===== config.mk =====
export PLATFORM = sky130hd
export DESIGN_NAME = pfa_front
export DESIGN_NICKNAME = d
export VERILOG_FILES = /design/src/rtl/core/assert_macros.svh /design/src/rtl/core/pfa_pkg.sv /design/src/rtl/core/pfa_front.sv
export SDC_FILE = /design/constraint.sdc
export NUM_CORES = 1
export LEC_CHECK = 0
export BUFFER_PORTS_ARGS = -buffer_cell sky130_fd_sc_hd__buf_2
export CAP_MARGIN = 40
export CORE_MARGIN = 2
export CORE_UTILIZATION = 45
export CTS_CLUSTER_SIZE = 30
export DETAILED_ROUTE_END_ITERATION = 12
export PLACE_DENSITY = 0.77
export SETUP_SLACK_MARGIN = 0.4
export SLEW_MARGIN = 10
export SYNTH_ARGS = -nofsm -noshare
export SYNTH_HDL_FRONTEND = slang
export SYNTH_SLANG_ARGS = --single-unit

===== constraint.sdc =====
create_clock -name clk -period 4.5 [get_ports clk]
set_clock_uncertainty 0.15 [all_clocks]
set_input_delay 0.9 -clock clk [delete_from_list [all_inputs] [get_ports clk]]
set_output_delay 0.9 -clock clk [all_outputs]
set_load 0.05 [all_outputs]

===== src/rtl/core/assert_macros.svh =====
// ----------------------------------------------------------------------------
// assert_macros.svh
// Shared assertion macros; clocked on clk, disabled while arst_n is low.
// ----------------------------------------------------------------------------
`ifndef ASSERT_MACROS_SVH
`define ASSERT_MACROS_SVH

// same-cycle implication
`define PFA_ASSERT_IMP(lbl, ante, cons) \
	lbl: assert property (@(posedge clk) disable iff (!arst_n) (ante) |-> (cons)) \
		else $error("pfa assertion failed");

// next-cycle implication
`define PFA_ASSERT_NEXT(lbl, ante, cons) \
	lbl: assert property (@(posedge clk) disable iff (!arst_n) (ante) |=> (cons)) \
		else $error("pfa assertion failed");

`endif


===== src/rtl/core/pfa_pkg.sv =====
// ----------------------------------------------------------------------------
// pfa_pkg
// Types, codes and sizes shared by the frame allocator modules.
// ----------------------------------------------------------------------------
package pfa_pkg;

	localparam int FRAME_BITS   = 20;
	localparam int PAGE_SHIFT   = 12;
	localparam int ADDR_BITS    = 32;
	localparam int KIND_BITS    = 3;

	localparam int REGION_SLOTS = 16;
	localparam int RIDX_W       = $clog2(REGION_SLOTS);
	localparam int RCNT_W       = $clog2(REGION_SLOTS + 1);

	localparam int STACK_DEPTH  = 1024;
	localparam int SADDR_W      = $clog2(STACK_DEPTH);
	localparam int SCNT_W       = $clog2(STACK_DEPTH + 1);

	// command queue and result queue depth
	localparam int QDEPTH       = 2;
	localparam int QPTR_W       = $clog2(QDEPTH);
	localparam int QCNT_W       = $clog2(QDEPTH + 1);

	localparam int CFG_IDX_W    = 1;
	localparam logic [CFG_IDX_W-1:0] CFG_RES_FIRST = 1'd0;
	localparam logic [CFG_IDX_W-1:0] CFG_RES_END   = 1'd1;

	localparam logic [FRAME_BITS-1:0] RES_FIRST_RST = 20'd256;
	localparam logic [FRAME_BITS-1:0] RES_END_RST   = 20'd512;

	localparam logic [KIND_BITS-1:0] KIND_END   = 3'd0;
	localparam logic [KIND_BITS-1:0] KIND_AVAIL = 3'd1;

	localparam logic [ADDR_BITS:0] PAGE_OFFSET = 33'h0_0000_0FFF;

	typedef enum logic [1:0] {
		ACT_LOAD    = 2'd0,
		ACT_RESTART = 2'd1,
		ACT_ALLOC   = 2'd2,
		ACT_FREE    = 2'd3
	} action_t;

	typedef enum logic [1:0] {
		ST_OK         = 2'd0,
		ST_OUT        = 2'd1,
		ST_STACK_FULL = 2'd2,
		ST_TABLE_FULL = 2'd3
	} result_code_t;

	typedef struct packed {
		action_t                action;
		logic [ADDR_BITS-1:0]   region_base;
		logic [ADDR_BITS-1:0]   region_bytes;
		logic [KIND_BITS-1:0]   region_type;
		logic [FRAME_BITS-1:0]  freed_frame;
	} req_t;

	typedef struct packed {
		result_code_t           status;
		logic [FRAME_BITS-1:0]  granted_frame;
	} rsp_t;

	// decoded command passed from front to executor
	typedef struct packed {
		action_t                action;
		logic [FRAME_BITS-1:0]  start_frame;
		logic [FRAME_BITS-1:0]  pages;
		logic [KIND_BITS-1:0]   kind;
		logic [FRAME_BITS-1:0]  freed_frame;
	} cmd_t;

endpackage


===== src/rtl/core/pfa_front.sv =====
// ----------------------------------------------------------------------------
// pfa_front
// Accepts requests, turns region loads into frame terms and queues commands.
// ----------------------------------------------------------------------------
module pfa_front (
	input  logic         clk,
	input  logic         arst_n,
	input  logic         push,
	output logic         full,
	input  pfa_pkg::req_t req,
	output logic         cmd_valid,
	input  logic         cmd_pop,
	output pfa_pkg::cmd_t cmd
);
	import pfa_pkg::*;

	cmd_t              q_q [QDEPTH];
	logic [QPTR_W-1:0] wr_ptr_q;
	logic [QPTR_W-1:0] rd_ptr_q;
	logic [QCNT_W-1:0] count_q;
	logic              wr_en;
	logic              rd_en;
	logic [ADDR_BITS:0] base_up;
	cmd_t              cmd_new;

	assign full      = (count_q == QCNT_W'(QDEPTH));
	assign cmd_valid = (count_q != '0);
	assign cmd       = q_q[rd_ptr_q];
	assign wr_en     = push && !full;
	assign rd_en     = cmd_pop && cmd_valid;

	// align base up to a page, count whole pages only
	assign base_up = {1'b0, req.region_base} + PAGE_OFFSET;

	always_comb begin
		cmd_new.action      = req.action;
		cmd_new.start_frame = base_up[PAGE_SHIFT +: FRAME_BITS];
		cmd_new.pages       = req.region_bytes[PAGE_SHIFT +: FRAME_BITS];
		cmd_new.kind        = req.region_type;
		cmd_new.freed_frame = req.freed_frame;
	end

	always_ff @(posedge clk) begin
		if (wr_en) begin
			q_q[wr_ptr_q] <= cmd_new;
		end
	end

	always_ff @(posedge clk or negedge arst_n) begin
		if (!arst_n) begin
			wr_ptr_q <= '0;
			rd_ptr_q <= '0;
			count_q  <= '0;
		end else begin
			if (wr_en) begin
				wr_ptr_q <= (wr_ptr_q == QPTR_W'(QDEPTH - 1)) ? '0 : wr_ptr_q + QPTR_W'(1);
			end
			if (rd_en) begin
				rd_ptr_q <= (rd_ptr_q == QPTR_W'(QDEPTH - 1)) ? '0 : rd_ptr_q + QPTR_W'(1);
			end
			if (wr_en && !rd_en) begin
				count_q <= count_q + QCNT_W'(1);
			end else if (rd_en && !wr_en) begin
				count_q <= count_q - QCNT_W'(1);
			end
		end
	end

endmodule


==> run_results.csv <==
group,metric,value,unit
floorplan,initial_utilization,0.463,
placed_design,io_buffers,147,
route,vias,2940,
timing,fin_crit_sh,0.720,
hold_path,hold_path.class,"primary input to asynchronous set/reset pin",
power_and_ir_drop,switchingPower,2020,uW
global_route,grt_pass1_wl,15000,um
placed_design,preCtsSetupSlack,1.63,ns
clock_network,clock-sinks,134,
yosys,synth.avg_cell_area,19.0,sq um
route,routedWlPerCell,15.8,um
power_and_ir_drop,p_int,3070,uW
route,wl_met1,3910,um
timing,slew-limit-headroom,0.427,
clock_network,cts.clk_slew.worst_paths,0.05,ns
global_route,grt-ovfl-total,0,
power_and_ir_drop,totalPowerFinal,5090,uW
status,outcome,"finished clean",
route,wl_met2,4750,um
timing,setup_ws,1.26,ns
yosys,synth_async_sr_flop_share,0.0299,
placed_design,globalplace.congestion,0.740,
global_route,antenna_found_initial,0,
power_and_ir_drop,p_leak,0.00254,uW
cells_and_area,syn_to_final_growth,27.4,%
cells_and_area,diodes,0,
power_and_ir_drop,netSwitchingFraction,0.396,
floorplan,ios,160,
critical_path,cp_top_family,"flip-flops",
yosys,synth_enable_flop_cells,130,
clock_network,cts_tree,"yes",
floorplan,die_x,113,um
clock_network,clock_latency,0.40,ns
floorplan,die-area,12700,sq um
timing,fmax,309,MHz
critical_path,crit_fanout,34,
critical_path,required,3.45,ns
critical_path,path_cells,"buf_12 > mux2_2 > buf_2",
timing,rsz0062_at_grt,"false",
critical_path,critPathArrivalTime,2.19,ns
clock_network,cts_setup_buffers,0,
critical_path,regToRegEndpoint,"q_q[1][13]",
floorplan,core,11500,sq um
cells_and_area,layout.nets,533,
critical_path,crit_type,"flip-flop to output pin",
critical_path,timing.reg2reg.setup_slack,2.43,ns
global_route,grt_max_degree,65,
route,drt_first_pass_iters,4,
job,maxCapViolCount,0,
power_and_ir_drop,combPwrFrac,0.388,
critical_path,end_kind,"output pin",
critical_path,max_stage_delay,0.89,ns
timing,timing.hold.ws,0.147,ns
yosys,yosysWarnings,0,
power_and_ir_drop,p_per_area,753,nW/um^2
global_route,grt_pass1_vias,3164,
critical_path,cp_slowest_cell,"dfrtp_2",
yosys,synth-seq-cells,134,
floorplan,core.rowCount,39,
critical_path,r2r_cells,3,
timing,finalSetupViolCount,0,
timing,tns,0,ns
timing,tightestPinTransition,0.860,ns
yosys,synth_area,5310,sq um
yosys,synth_fp_nets,374,
clock_network,hold_buffers,0,
clock_network,cts-resized-gates,0,
route,antenna_left,0,
route,wl_met3,574,um
yosys,synth_flop_cell,"edfxtp_1",
route,drt-total-wl,9380,um
yosys,synth-seq-area-share,0.755,
clock_network,ctsLongestPathBuffers,2,
power_and_ir_drop,power_frac_seq,0.362,
timing,period_needed,3.24,ns
clock_network,h-tree-depth,4,
yosys,synthCells,280,
critical_path,reg2reg_from,"count_q[0]",
yosys,synthDistinctLibCells,25,
route,vias_per_cell,4.94,
power_and_ir_drop,p_clk_frac,0.251,
global_route,grtUsageTotal,0.153,
route,drt_iter0_markers,107,
timing,timing_hold_violations_final,0,
timing,slew_violations,0,
critical_path,crit_buf_inv,2,
route,drc,0,
placed_design,hpwl,6160,um
floorplan,fp.dieH,113,um
clock_network,numCtsBuffers,17,
clock_network,cts_root_buf,"clkbuf_16",
critical_path,startpoint_type,"flip-flop",
route,highest_layer,"met4",
cells_and_area,drive_gt1_frac,0.555,
power_and_ir_drop,ir_worst_vdd,0.397,mV
==> final cells by class <==
type                            count  area [sq um]
Clock inverter                     12           111
Timing Repair Buffer              150           783
Fill cell                         900          4710
Multi-Input combinational cell    134          1240
Tap cell                          143           179
Inverter                            2          7.51
Sequential cell                   134          4010
Clock buffer                       20           437
==> worst max-delay path by stage <==
stage,endpoint,slack [ns],cells after the start,startpoint
global route,cmd[45],1.15,3,rd_ptr_q
global placement,cmd[51],1.66,3,rd_ptr_q
floorplan,q_q[0][0],1.24,2,push
finish,cmd[45],1.26,3,rd_ptr_q
CTS,cmd[56],1.19,3,rd_ptr_q
detailed placement,cmd[56],1.63,3,rd_ptr_q
==> Yosys cell counts (all sizes together), types with 2 or more instances <==
master    n  share of area
and2      3         0.0038
and3      3         0.0035
and4      2         0.0038
buf       7         0.0083
clkbuf    3         0.0040
dfrtp     4          0.019
edfxtp  130           0.74
inv       2         0.0014
mux2     65           0.14
nand2     6         0.0042
nand3     9         0.0085
nand4    10          0.012
nor2      4         0.0028
nor4      3         0.0071
xnor2    21          0.035
xor2      4         0.0066
==> power by group through the flow <==
stage                     Sequential, uW  Clock (uW)  Combinational [uW]
final                               1840        1280                1970
after global routing                1870        1350                2070
after CTS                           1850        1310                2000
after detailed placement            1870           0                2000
after global placement              1850           0                1980
after floorplan                     1800           0                1610
==> layout by cell type (no fill, tap or decap), drive strengths merged <==
master / Yosys / final
ha: 1 / 1
xor2: 4 / 4
nand2: 6 / 6
bufinv: 0 / 2
buf: 7 / 150
edfxtp: 130 / 130
and4: 2 / 2
clkbuf: 3 / 20
clkinv: 0 / 8
xnor2: 21 / 21
a31oi: 1 / 1
nand3: 9 / 9
or2: 1 / 1
mux2: 65 / 65
and3: 3 / 3
nand4: 10 / 10
nor4: 3 / 3
dfrtp: 4 / 4
and2: 3 / 3
inv: 2 / 2
nand2b: 1 / 1
nor2: 4 / 4
clkinvlp: 0 / 2
==> metal layers <==
| layer | global-route usage | vias up |
|---|---|---|
| met5 | 0 | - |
| met4 | 0.0691 | 0 |
| met3 | 0.0464 | 13 |
| met2 | 0.270 | 107 |
| met1 | 0.168 | 1413 |
| li1 | - | 1407 |
==> state kept, by name, indices dropped and copies added, names as in the netlist <==
| signal | count |
|---|---|
| count_q | 2 |
| q_q | 130 |
| rd_ptr_q | 1 |
| wr_ptr_q | 1 |
==> per-stage QoR <==
step | util | instance area, sq um | std cells
after floorplan | - | 5310 | 280
after global placement | 0.542 | 6210 | 563
after detailed placement | 0.542 | 6210 | 563
after CTS | 0.590 | 6760 | 595
after global routing | 0.590 | 6760 | 595
final | 0.590 | 6760 | 595
==> logic make-up after synthesis <==
kind of cell,count (synthesis),synth area share
xor+xnor,25,0.0413
mux,65,0.138
flops,134,0.755
fa+ha+maj,1,0.00236
compound gates,1,0.00236
simple gates,42,0.0479
buf+inv,12,0.0137
(Power assumes the default switching activity.)
